### src/c_subset_lexer_assert.svh
// Assertion macros shared by the lexer RTL.
// Included by cslx_scan and cslx_obuf; needs a clock and an active-low reset.
`ifndef C_SUBSET_LEXER_ASSERT_SVH
`define C_SUBSET_LEXER_ASSERT_SVH

// Same-cycle implication, checked while out of reset.
`define CSLX_ASSERT_IMPL(label, clk, rst_n, ante, cons) \
    label: assert property (@(posedge clk) disable iff (!rst_n) (ante) |-> (cons)) \
        else $error("assertion failed");

// Next-cycle implication, checked while out of reset.
`define CSLX_ASSERT_NEXT(label, clk, rst_n, ante, cons) \
    label: assert property (@(posedge clk) disable iff (!rst_n) (ante) |=> (cons)) \
        else $error("assertion failed");

`endif

### src/cslx_pkg.sv
// Package for the C subset lexer: token kinds, scan modes, character classes.
// Used by cslx_scan, cslx_obuf and c_subset_lexer; no dependencies.
`default_nettype none

package cslx_pkg;

    localparam int POSITION_BITS_DEF    = 16;
    localparam int MAX_TOKEN_LENGTH_DEF = 255;
    localparam int TDATA_W              = 32;

    // Scan modes
    localparam logic [1:0] MODE_IDLE   = 2'd0;
    localparam logic [1:0] MODE_IDENT  = 2'd1;
    localparam logic [1:0] MODE_NUMBER = 2'd2;

    // Token kinds
    localparam logic [4:0] KIND_UNKNOWN = 5'd0;
    localparam logic [4:0] KIND_LBRACE  = 5'd1;
    localparam logic [4:0] KIND_RBRACE  = 5'd2;
    localparam logic [4:0] KIND_LPAREN  = 5'd3;
    localparam logic [4:0] KIND_RPAREN  = 5'd4;
    localparam logic [4:0] KIND_SEMI    = 5'd5;
    localparam logic [4:0] KIND_MINUS   = 5'd6;
    localparam logic [4:0] KIND_TILDE   = 5'd7;
    localparam logic [4:0] KIND_BANG    = 5'd8;
    localparam logic [4:0] KIND_PLUS    = 5'd9;
    localparam logic [4:0] KIND_SLASH   = 5'd10;
    localparam logic [4:0] KIND_STAR    = 5'd11;
    localparam logic [4:0] KIND_INT     = 5'd12;
    localparam logic [4:0] KIND_RETURN  = 5'd13;
    localparam logic [4:0] KIND_IDENT   = 5'd14;
    localparam logic [4:0] KIND_INTEGER = 5'd15;
    localparam logic [4:0] KIND_END     = 5'd16;

    typedef struct packed {
        logic [4:0]  kind;
        logic [15:0] start;
        logic [7:0]  length;
    } token_t;

    // Tokens produced by one source byte
    typedef struct packed {
        logic [1:0] count;
        token_t     tok0;
        token_t     tok1;
    } step_t;

    function automatic logic is_letter(input logic [7:0] c);
        return (c >= 8'h61 && c <= 8'h7a) || (c >= 8'h41 && c <= 8'h5a);
    endfunction

    function automatic logic is_digit(input logic [7:0] c);
        return c >= 8'h30 && c <= 8'h39;
    endfunction

    function automatic logic is_space(input logic [7:0] c);
        return c == 8'h20 || c == 8'h0d || c == 8'h0a || c == 8'h09;
    endfunction

    function automatic logic [4:0] punct_kind(input logic [7:0] c);
        logic [4:0] k;
        case (c)
            8'h7b:   k = KIND_LBRACE;
            8'h7d:   k = KIND_RBRACE;
            8'h28:   k = KIND_LPAREN;
            8'h29:   k = KIND_RPAREN;
            8'h3b:   k = KIND_SEMI;
            8'h2d:   k = KIND_MINUS;
            8'h7e:   k = KIND_TILDE;
            8'h21:   k = KIND_BANG;
            8'h2b:   k = KIND_PLUS;
            8'h2f:   k = KIND_SLASH;
            8'h2a:   k = KIND_STAR;
            default: k = KIND_UNKNOWN;
        endcase
        return k;
    endfunction

    // Characters of "int"
    function automatic logic [7:0] kw_int_at(input logic [2:0] i);
        logic [7:0] ch;
        case (i)
            3'd0:    ch = 8'h69;
            3'd1:    ch = 8'h6e;
            3'd2:    ch = 8'h74;
            default: ch = 8'h00;
        endcase
        return ch;
    endfunction

    // Characters of "return"
    function automatic logic [7:0] kw_ret_at(input logic [2:0] i);
        logic [7:0] ch;
        case (i)
            3'd0:    ch = 8'h72;
            3'd1:    ch = 8'h65;
            3'd2:    ch = 8'h74;
            3'd3:    ch = 8'h75;
            3'd4:    ch = 8'h72;
            3'd5:    ch = 8'h6e;
            default: ch = 8'h00;
        endcase
        return ch;
    endfunction

endpackage

`default_nettype wire

### src/c_subset_lexer.sv
// Streaming lexer for a small C subset.
// One source byte per beat enters on s_*; each byte yields zero, one or two token
// beats on m_*. m_tlast marks the final token caused by a byte.
// A byte is held in an input register, classified combinationally against the scanner
// state and its tokens land in a two-slot result register.
// A token is presented from the result register once the byte that closes it has
// passed the input register; a full result register holds that byte back.
// Throughput: one byte per cycle while m_tready is high and each byte gives at most
// one token; a byte giving two tokens (a run closed by a punctuator, other symbol or
// end of stream) holds the next byte until its second token is taken.
// Identifier and number tokens are emitted when the byte that ends them arrives.
// Byte 0x00 or 0xFF emits the end token and restarts the byte offset at zero.
// Reset clears the scanner to idle at offset zero and empties both registers.
// When m_tready is low the tokens hold; one more byte is taken into the input
// register, then s_tready drops until the result register drains.
// Depends on cslx_pkg, cslx_scan and cslx_obuf.
`default_nettype none

module c_subset_lexer
    import cslx_pkg::*;
#(
    parameter int POSITION_BITS    = POSITION_BITS_DEF,
    parameter int MAX_TOKEN_LENGTH = MAX_TOKEN_LENGTH_DEF
)
(
    input  wire logic               clk,
    input  wire logic               rst_n,
    input  wire logic               s_tvalid,
    output logic                    s_tready,
    input  wire logic [7:0]         s_tdata,   // [7:0] char_in
    output logic                    m_tvalid,
    input  wire logic               m_tready,
    output logic [TDATA_W-1:0]      m_tdata,   // [4:0] token_kind, [20:5] token_start,
                                               // [28:21] token_length, [31:29] zero
    output logic                    m_tlast    // last
);

    logic  load_ok;
    logic  fire;
    step_t step;

    cslx_scan #(
        .POSITION_BITS    (POSITION_BITS),
        .MAX_TOKEN_LENGTH (MAX_TOKEN_LENGTH)
    ) u_scan (
        .clk      (clk),
        .rst_n    (rst_n),
        .s_tvalid (s_tvalid),
        .s_tready (s_tready),
        .s_tdata  (s_tdata),
        .load_ok  (load_ok),
        .fire     (fire),
        .step     (step)
    );

    cslx_obuf u_obuf (
        .clk      (clk),
        .rst_n    (rst_n),
        .fire     (fire),
        .step     (step),
        .load_ok  (load_ok),
        .m_tvalid (m_tvalid),
        .m_tready (m_tready),
        .m_tdata  (m_tdata),
        .m_tlast  (m_tlast)
    );

endmodule

`default_nettype wire

### src/cslx_scan.sv
// Input register and scanner: classifies one byte and forms up to two tokens.
// Depends on cslx_pkg and c_subset_lexer_assert.svh.
`default_nettype none

`include "c_subset_lexer_assert.svh"

module cslx_scan
    import cslx_pkg::*;
#(
    parameter int POSITION_BITS    = POSITION_BITS_DEF,
    parameter int MAX_TOKEN_LENGTH = MAX_TOKEN_LENGTH_DEF
)
(
    input  wire logic        clk,
    input  wire logic        rst_n,
    input  wire logic        s_tvalid,
    output logic             s_tready,
    input  wire logic [7:0]  s_tdata,   // [7:0] char_in
    input  wire logic        load_ok,
    output logic             fire,
    output step_t            step
);

    localparam int LEN_W = $clog2(MAX_TOKEN_LENGTH + 1);
    localparam logic [LEN_W-1:0] LEN_MAX = LEN_W'(MAX_TOKEN_LENGTH);
    localparam logic [LEN_W-1:0] LEN_ONE = LEN_W'(1);
    localparam logic [LEN_W-1:0] LEN_INT = LEN_W'(3);
    localparam logic [LEN_W-1:0] LEN_RET = LEN_W'(6);

    logic                     in_vld_reg, in_vld_next;
    logic [7:0]               char_reg;
    logic [1:0]               mode_reg, mode_next;
    logic [POSITION_BITS-1:0] pos_reg, pos_next;
    logic [POSITION_BITS-1:0] start_reg, start_next;
    logic [LEN_W-1:0]         len_reg, len_next;
    logic [1:0]               flags_reg, flags_next;

    logic       eos;
    logic       flush_v;
    token_t     flush_tok;
    logic       own_v;
    token_t     own_tok;
    logic [LEN_W-1:0] len_inc;
    logic [1:0] flags_ext;

    assign fire     = in_vld_reg && load_ok;
    assign s_tready = !in_vld_reg || fire;

    always_comb
    begin
        if (s_tvalid && s_tready)
        begin
            in_vld_next = 1'b1;
        end
        else if (fire)
        begin
            in_vld_next = 1'b0;
        end
        else
        begin
            in_vld_next = in_vld_reg;
        end
    end

    // Token for the open run, if any
    always_comb
    begin
        flush_tok.start  = 16'(start_reg);
        flush_tok.length = 8'(len_reg);
        unique case (mode_reg)
            MODE_IDENT:
            begin
                flush_v = 1'b1;
                if (flags_reg[0] && len_reg == LEN_INT)
                begin
                    flush_tok.kind = KIND_INT;
                end
                else if (flags_reg[1] && len_reg == LEN_RET)
                begin
                    flush_tok.kind = KIND_RETURN;
                end
                else
                begin
                    flush_tok.kind = KIND_IDENT;
                end
            end
            MODE_NUMBER:
            begin
                flush_v        = 1'b1;
                flush_tok.kind = KIND_INTEGER;
            end
            default:
            begin
                flush_v        = 1'b0;
                flush_tok.kind = KIND_UNKNOWN;
            end
        endcase
    end

    always_comb
    begin
        eos     = char_reg == 8'h00 || char_reg == 8'hff;
        len_inc = (len_reg < LEN_MAX) ? len_reg + LEN_ONE : len_reg;
        flags_ext[0] = flags_reg[0] && len_reg < LEN_INT
                       && kw_int_at(len_reg[2:0]) == char_reg;
        flags_ext[1] = flags_reg[1] && len_reg < LEN_RET
                       && kw_ret_at(len_reg[2:0]) == char_reg;

        own_tok.start  = 16'(pos_reg);
        own_tok.length = 8'd1;
        own_tok.kind   = punct_kind(char_reg);
        own_v          = 1'b0;

        mode_next  = mode_reg;
        pos_next   = pos_reg + POSITION_BITS'(1);
        start_next = start_reg;
        len_next   = len_reg;
        flags_next = flags_reg;

        if (eos)
        begin
            own_v        = 1'b1;
            own_tok.kind = KIND_END;
            mode_next    = MODE_IDLE;
            pos_next     = '0;
            start_next   = '0;
            len_next     = '0;
            flags_next   = '0;
        end
        else if (mode_reg == MODE_IDENT
                 && (is_letter(char_reg) || is_digit(char_reg) || char_reg == 8'h5f))
        begin
            len_next   = len_inc;
            flags_next = flags_ext;
        end
        else if (mode_reg == MODE_NUMBER && is_digit(char_reg))
        begin
            len_next   = len_inc;
            flags_next = flags_ext;
        end
        else if (is_letter(char_reg))
        begin
            mode_next  = MODE_IDENT;
            start_next = pos_reg;
            len_next   = LEN_ONE;
            flags_next = {char_reg == 8'h72, char_reg == 8'h69};
        end
        else if (is_digit(char_reg))
        begin
            mode_next  = MODE_NUMBER;
            start_next = pos_reg;
            len_next   = LEN_ONE;
            flags_next = '0;
        end
        else
        begin
            // whitespace is dropped, anything else is a one-byte token
            own_v      = !is_space(char_reg);
            mode_next  = MODE_IDLE;
            len_next   = '0;
            flags_next = '0;
        end
    end

    // A run is closed by every byte that does not extend it
    always_comb
    begin
        logic do_flush;
        do_flush = flush_v && (eos || mode_next != mode_reg || len_next == LEN_ONE)
                   && !(mode_next == mode_reg && len_next != LEN_ONE && !eos);
        step.tok0  = do_flush ? flush_tok : own_tok;
        step.tok1  = own_tok;
        step.count = 2'(do_flush) + 2'(own_v);
    end

    always_ff @(posedge clk or negedge rst_n)
    begin
        if (!rst_n)
        begin
            in_vld_reg <= 1'b0;
            mode_reg   <= MODE_IDLE;
            pos_reg    <= '0;
            start_reg  <= '0;
            len_reg    <= '0;
            flags_reg  <= '0;
        end
        else
        begin
            in_vld_reg <= in_vld_next;
            if (fire)
            begin
                mode_reg  <= mode_next;
                pos_reg   <= pos_next;
                start_reg <= start_next;
                len_reg   <= len_next;
                flags_reg <= flags_next;
            end
        end
    end

    always_ff @(posedge clk)
    begin
        if (s_tvalid && s_tready)
        begin
            char_reg <= s_tdata;
        end
    end

    `CSLX_ASSERT_NEXT(a_eos_restart, clk, rst_n, fire && eos, pos_reg == '0 && mode_reg == MODE_IDLE)
    `CSLX_ASSERT_IMPL(a_idle_len, clk, rst_n, mode_reg == MODE_IDLE, len_reg == '0)

endmodule

`default_nettype wire

### src/cslx_obuf.sv
// Two-slot result register: holds the tokens of one byte and hands them out one a beat.
// Depends on cslx_pkg and c_subset_lexer_assert.svh.
`default_nettype none

`include "c_subset_lexer_assert.svh"

module cslx_obuf
    import cslx_pkg::*;
(
    input  wire logic               clk,
    input  wire logic               rst_n,
    input  wire logic               fire,
    input  wire step_t              step,
    output logic                    load_ok,
    output logic                    m_tvalid,
    input  wire logic               m_tready,
    output logic [TDATA_W-1:0]      m_tdata,  // [4:0] token_kind, [20:5] token_start,
                                              // [28:21] token_length, [31:29] zero
    output logic                    m_tlast   // last
);

    logic [1:0] cnt_reg, cnt_next;
    token_t     slot0_reg, slot1_reg;
    logic       take;

    assign m_tvalid = cnt_reg != 2'd0;
    assign take     = m_tvalid && m_tready;
    assign load_ok  = cnt_reg == 2'd0 || (cnt_reg == 2'd1 && m_tready);
    // the final token of a byte is the one left alone in the buffer
    assign m_tlast  = cnt_reg == 2'd1;
    assign m_tdata  = {3'b000, slot0_reg.length, slot0_reg.start, slot0_reg.kind};

    always_comb
    begin
        if (fire)
        begin
            cnt_next = step.count;
        end
        else if (take)
        begin
            cnt_next = cnt_reg - 2'd1;
        end
        else
        begin
            cnt_next = cnt_reg;
        end
    end

    always_ff @(posedge clk or negedge rst_n)
    begin
        if (!rst_n)
        begin
            cnt_reg <= 2'd0;
        end
        else
        begin
            cnt_reg <= cnt_next;
        end
    end

    always_ff @(posedge clk)
    begin
        if (fire)
        begin
            slot0_reg <= step.tok0;
            slot1_reg <= step.tok1;
        end
        else if (take && cnt_reg == 2'd2)
        begin
            slot0_reg <= slot1_reg;
        end
    end

    `CSLX_ASSERT_IMPL(a_no_overwrite, clk, rst_n, fire, cnt_reg == 2'd0 || (cnt_reg == 2'd1 && take))
    `CSLX_ASSERT_IMPL(a_cnt_range, clk, rst_n, 1'b1, cnt_reg != 2'd3)
    `CSLX_ASSERT_NEXT(a_pair_load, clk, rst_n, fire && step.count == 2'd2, cnt_reg == 2'd2 && !m_tlast)

endmodule

`default_nettype wire

### config.mk
export PLATFORM = sky130hd
export DESIGN_NAME = c_subset_lexer
export DESIGN_NICKNAME = d
export VERILOG_FILES = /design/src/cslx_pkg.sv /design/src/c_subset_lexer.sv /design/src/cslx_scan.sv /design/src/cslx_obuf.sv
export VERILOG_INCLUDE_DIRS = /design/src /design/src/src
export SDC_FILE = /design/constraint.sdc
export NUM_CORES = 1
export LEC_CHECK = 0
export BUFFER_PORTS_ARGS = -buffer_cell sky130_fd_sc_hd__buf_2
export CAP_MARGIN = 10
export CORE_MARGIN = 2
export CORE_UTILIZATION = 65
export CTS_BUF_LIST = sky130_fd_sc_hd__clkbuf_4 sky130_fd_sc_hd__clkbuf_8 sky130_fd_sc_hd__clkbuf_16
export DETAILED_ROUTE_END_ITERATION = 10
export GPL_TIMING_DRIVEN = 0
export PLACE_DENSITY_LB_ADDON = 0.15
export SYNTH_ARGS = -nofsm -noshare
export SYNTH_HDL_FRONTEND = slang
export SYNTH_SLANG_ARGS = --single-unit
export TNS_END_PERCENT = 50
### constraint.sdc
create_clock -name clk -period 5.27 [get_ports clk]
set_clock_uncertainty 0.1 [all_clocks]
set_input_delay 0.527 -clock clk [delete_from_list [all_inputs] [get_ports clk]]
set_output_delay 0.527 -clock clk [all_outputs]
set_load 0.01 [all_outputs]
# Word-level counts from Yosys, hierarchy flattened
# Cells that the tools add are included.
# op_classes
add_sub_neg,4
order_cmp,9
n_eq_ne,38
n_mux,41
reduce_logical,46
# op_table
cell,count
16-bit two-way mux,6
29-bit two-way mux,3
"8-bit by 6-bit equality test with 1-bit output, second input constant",9
"8-bit by 7-bit equality test with 1-bit output, second input constant",6
4-bit one-hot mux with 11 select lines,1
8-bit two-way mux,5
7-bit one-hot mux with 5 select lines,1
"8-bit by 4-bit equality test with 1-bit output, second input constant",3
2-bit two-way mux,12
7-bit one-hot mux with 3 select lines,1
1-bit logical AND,20
"16-bit by 1-bit adder with 16-bit output, second input constant",1
7-bit by 8-bit equality test with 1-bit output,2
"8-bit by 7-bit greater-or-equal comparator with 1-bit output, second input constant",2
"8-bit by 7-bit less-or-equal comparator with 1-bit output, second input constant",2
1-bit logical OR,11
5-bit two-way mux,2
5-bit one-hot mux with 2 select lines,1
1-bit two-way mux,9
"8-bit by 1-bit adder with 8-bit output, second input constant",1
"8-bit by 1-bit equality test with 1-bit output, second input constant",1
"8-bit by 2-bit equality test with 1-bit output, second input constant",1
"8-bit by 3-bit equality test with 1-bit output, second input constant",1
"8-bit equality test, second input constant",1
other kinds (24),36
# totals
ff_bits,105
inputBits,12
output_inout_bits,35
wordCells,151

# Depth between registers and ports, before layout
# depth
ltp_word,15
mapped_depth,13
ltp_nobuf,11

# Hierarchy
# From an unflattened synthesis, not the netlist that was laid out.
# hier_totals
cells_unflattened,543
hier_area_um2,5960.7
# by_module_without_submodules
module,n_inst,cells_per_inst,area_per_inst_um2,seq_area_each_um2
cslx_scan,1,429,3661.0,1366.3
cslx_obuf,1,114,2299.7,1791.7

# Worst setup path before layout
# No wires, ideal clock.
# synth_timing
kind,reg2reg
start,register u_scan.len_reg[2]
end,register u_obuf.cnt_reg[0]
setup_ps,171
arrival_time_ps,2551
required_ps,4999
setup_slack_ps,2449
path_stages_with_launch,14
n_path_buf,2
synth_period_minus_slack_ps,2821
cell_sequence,dfrtp_1 clkbuf_1 inv_1 ha_1 o21ai_0 a211oi_1 a41oi_2 o211ai_4 nand2_4 inv_4 buf_6 ha_1 nand2_1 o21ai_0
# synth_via
elab_chain_len,12
elab_cells_between_ends,16
cone_classes,2 x add/sub; 1 x order compare; 2 x eq/ne; 5 x mux; 6 x reduce/logical
# synth_lines
element,line_no,source
"start, declared",cslx_scan.sv:35,"logic [LEN_W-1:0] len_reg, len_next;"
"start signal, assigned",cslx_scan.sv:195,len_reg <= len_next;
8-bit by 1-bit adder with 8-bit output / 8-bit < comparator (equally long branches),cslx_scan.sv:103,len_inc = (len_reg < LEN_MAX) ? len_reg + LEN_ONE : len_reg;
8-bit two-way mux (*),cslx_scan.sv:103,
8-bit two-way mux,cslx_scan.sv:136,else if (mode_reg == MODE_NUMBER && is_digit(char_reg))
8-bit two-way mux (*),cslx_scan.sv:130,else if (mode_reg == MODE_IDENT
8-bit two-way mux (*),cslx_scan.sv:120,if (eos)
8-bit by 1-bit != test with 1-bit output,cslx_scan.sv:170,&& !(mode_next == mode_reg && len_next != LEN_ONE && !eos);
1-bit logical AND (2 in a row),cslx_scan.sv:170,
1-bit zero test,cslx_scan.sv:170,
1-bit logical AND (*),cslx_scan.sv:170,
1-bit by 1-bit adder with 2-bit output (*),cslx_scan.sv:173,step.count = 2'(do_flush) + 2'(own_v);
2-bit two-way mux (*),cslx_obuf.sv:35,if (fire)
"end signal, assigned",cslx_obuf.sv:57,cnt_reg <= cnt_next;
"end, declared",cslx_obuf.sv:22,"logic [1:0] cnt_reg, cnt_next;"
# Every way passes the cells marked *; elsewhere a longest branch is shown, timed or not.
# A chain may end at the register's enable or synchronous reset.

# Worst setup path in the final report
# Ends and elaborated chain as after synthesis.

==> results_dict.tcl <==
set metrics [dict create \
    crit_path_start_kind "register" \
    final_core_util 0.750 \
    clkSinkCount 105 \
    status "finished, final reports clean" \
    crit_family "compound AO/OA/AOI/OAI gates" \
    overflow 0 \
    htreeDepth 3 \
    n_fill_cell 590 \
    die_w_um 96.1 \
    dieArea_um2 9240 \
    power_density_nw_per_um2 542 \
    vias 4428 \
    critPathRequiredTime_ps 5390 \
    clk_pin_slew_ps 90 \
    placed_area_um2 5900 \
    ys_seq_area_frac 0.529 \
    first_pass_iters 5 \
    post_cts_buffers 0 \
    ant_nets 0 \
    post_cts_resize_count 0 \
    p_int_mw 1.99 \
    ir_drop_mv 0.316 \
    cts_root_buffer "clkbuf_8" \
    ctsLongestPathBuffers 2 \
    globalplace.congestion 0.923 \
    finalNonFillerCells 690 \
    async_reset_ff_frac 0.448 \
    drv_slew 0 \
    critical_path_arrival_ps 3560 \
    total_power_mw 3.34 \
    cpMaxStageDelayCell "dfrtp_1" \
    cts_buffers 9 \
    dpl_worst_slack_ps 1870 \
    routedWlPerCell_um 19.0 \
    max_stage_delay_ps 400 \
    swShare 0.404 \
    dpl.cell_count 672 \
    slew_headroom 0.376 \
    drt_iter0_drc 454 \
    rsz0062_at_grt "false" \
    whs_ps 231 \
    ctsHoldBuffers 0 \
    viasPerCell 6.42 \
    yosys_most_used_dff "edfxtp_1" \
    diodes 0 \
    drc 0 \
    critPathBufInv 4 \
    fin_tns_setup_ps 0 \
    cp_max_fo 10 \
    synth.avg_cell_area_um2 10.6 \
    hold_viol 0 \
    syn_inst 521 \
    syn2layout_area_growth_pct 11.6 \
    top_level_ports 47 \
    cts_tree "yes" \
    worst_skew_pair.late_latency_ps 370 \
    largest_reg_flops 29 \
    seq_power_share 0.416 \
    timing.final.ws_setup_ps 1830 \
    p_switching_mw 1.35 \
    ys_seq_elements 105 \
    clock.fmax_mhz 291 \
    cp_cell_sequence "clkbuf_1 > inv_1 > ha_1 > o21ai_0 > a211oi_1 > a41oi_2 > o211ai_4 > nand2_4 > inv_4 > buf_6 > ha_1 > nand2_1 > o21ai_0" \
    end_kind "register" \
    critPathKind "reg2reg" \
    hp-class "in2reg" \
    io_buffer_count 43 \
    grt_usage 0.298 \
    drt_wl_total_mm 13.1 \
    hpwl_mm 8.95 \
    start_util 0.672 \
    synth_top_area_share 0.316 \
    core_area_um2 8220 \
    yosys_warnings 0 \
    synth-edff-count 58 \
    antenna_found_initial 0 \
    synth.distinct_cells 60 \
    p_leak_nw 2.47 \
    grt_max_degree 48 \
    die_y_um 96.1 \
    first_global_vias 4156 \
    final_layout_size_suffix_gt1_frac 0.178 \
    synth_area_um2 5520 \
    worstMarginPinSlew_ps 922 \
    grt_pass1_wl_mm 20.7 \
    rows 33 \
    setup_viol 0 \
    cap_viol_max_count 0 \
    fin_crit_sh 0.653 \
    power_frac_clock 0.166 \
    nNetsFinal 604 \
    min_period_ps 3440 \
    synth_top_area_cell "edfxtp_1" \
    post-route-cell-area_um2 6160 \
    power_frac_comb 0.418 \
    ys_top_cells_by_area "edfxtp_1 32%, dfrtp_1 21%, o31ai_2 3.6%" \
]
==> area by class of cell <==
type                            instances  area [µm²]  share of cell area
Sequential cell                       105        2920               0.474
Multi-Input combinational cell        348        2310               0.376
Timing Repair Buffer                   46         273              0.0443
Clock buffer                           11         163              0.0264
Buffer                                 35         163              0.0264
Inverter                               35         134              0.0217
Tap cell                              105         131              0.0213
Clock inverter                          5        65.1              0.0106
==> power by group through the flow <==
stage | Sequential [mW] | Clock (mW) | Combinational [mW]
after global placement | 1.39 | 0 | 1.30
final | 1.39 | 0.553 | 1.40
after floorplan | 1.43 | 0 | 0.856
after global routing | 1.42 | 0.586 | 1.52
after CTS | 1.38 | 0.558 | 1.38
after detailed placement | 1.40 | 0 | 1.37
==> Yosys cell counts, drive strengths merged, types with 2 or more instances <==
library cell / instances
nand3b: 2
or4: 2
nor2: 28
and2: 3
xnor2: 17
ha: 12
dfrtp: 47
or3: 4
inv: 34
nand4b: 2
nor4b: 2
a22o: 3
and4: 2
nor3: 17
a21oi: 21
a22oi: 17
nand2b: 4
nor2b: 7
a31oi: 8
clkbuf: 27
and3: 24
o21ai: 32
a41oi: 3
o31a: 2
edfxtp: 58
o211ai: 2
nand2: 48
o31ai: 35
a31o: 4
buf: 8
nand3: 17
nand4: 9
nor4: 3
==> worst register-to-register path: cells and delay by family (launching register included) <==
kind | cells | cell delay, ps
compound gates | 5 | 1100
fa+ha+maj | 2 | 580
buf+inv | 4 | 930
flops | 1 | 400
simple gates | 2 | 210
==> worst paths after layout <==
check                      depth (start not counted)  slack (ps)                             from                               to
max in group asynchronous                          3        4090                            rst_n    u_obuf.cnt_reg[1]$_DFFE_PN0P_
max                                               13        1830    u_scan.len_reg[2]$_DFFE_PN0P_    u_obuf.cnt_reg[0]$_DFFE_PN0P_
max reg2reg                                       13        1830    u_scan.len_reg[2]$_DFFE_PN0P_    u_obuf.cnt_reg[0]$_DFFE_PN0P_
min                                                1         230                       s_tdata[4]     u_scan.char_reg[4]$_DFFE_PP_
min in group asynchronous                          2         470                            rst_n    u_scan.len_reg[4]$_DFFE_PN0P_
min reg2reg                                        2         390  u_scan.start_reg[0]$_DFFE_PN0P_  u_scan.start_reg[0]$_DFFE_PN0P_
==> layout by cell type (no fill, tap or decap), drive strengths merged, types with 21 or more instances in the layout <==
cell type / n
edfxtp: 58
inv: 38
nand2: 48
o31ai: 35
dfrtp: 47
clkbuf: 38
a21oi: 21
and3: 24
nor2: 28
o21ai: 32
buf: 53
==> metal layers <==
layer,up-vias,part of all wire,global-route usage
met2,246,0.48,0.477
met5,-,0,0
li1,2032,-,-
met4,0,0.013,0.0964
met3,18,0.090,0.0501
met1,2132,0.42,0.417
==> logic make-up after synthesis <==
logic type,after synthesis,synth area share
simple gates,177,0.168
compound gates,137,0.191
flops,105,0.529
buf+inv,70,0.0535
xor+xnor,17,0.0270
fa+ha+maj,12,0.0272
mux,2,0.00385
other cells,1,0.000679
Power figures use the tool's default switching activity.
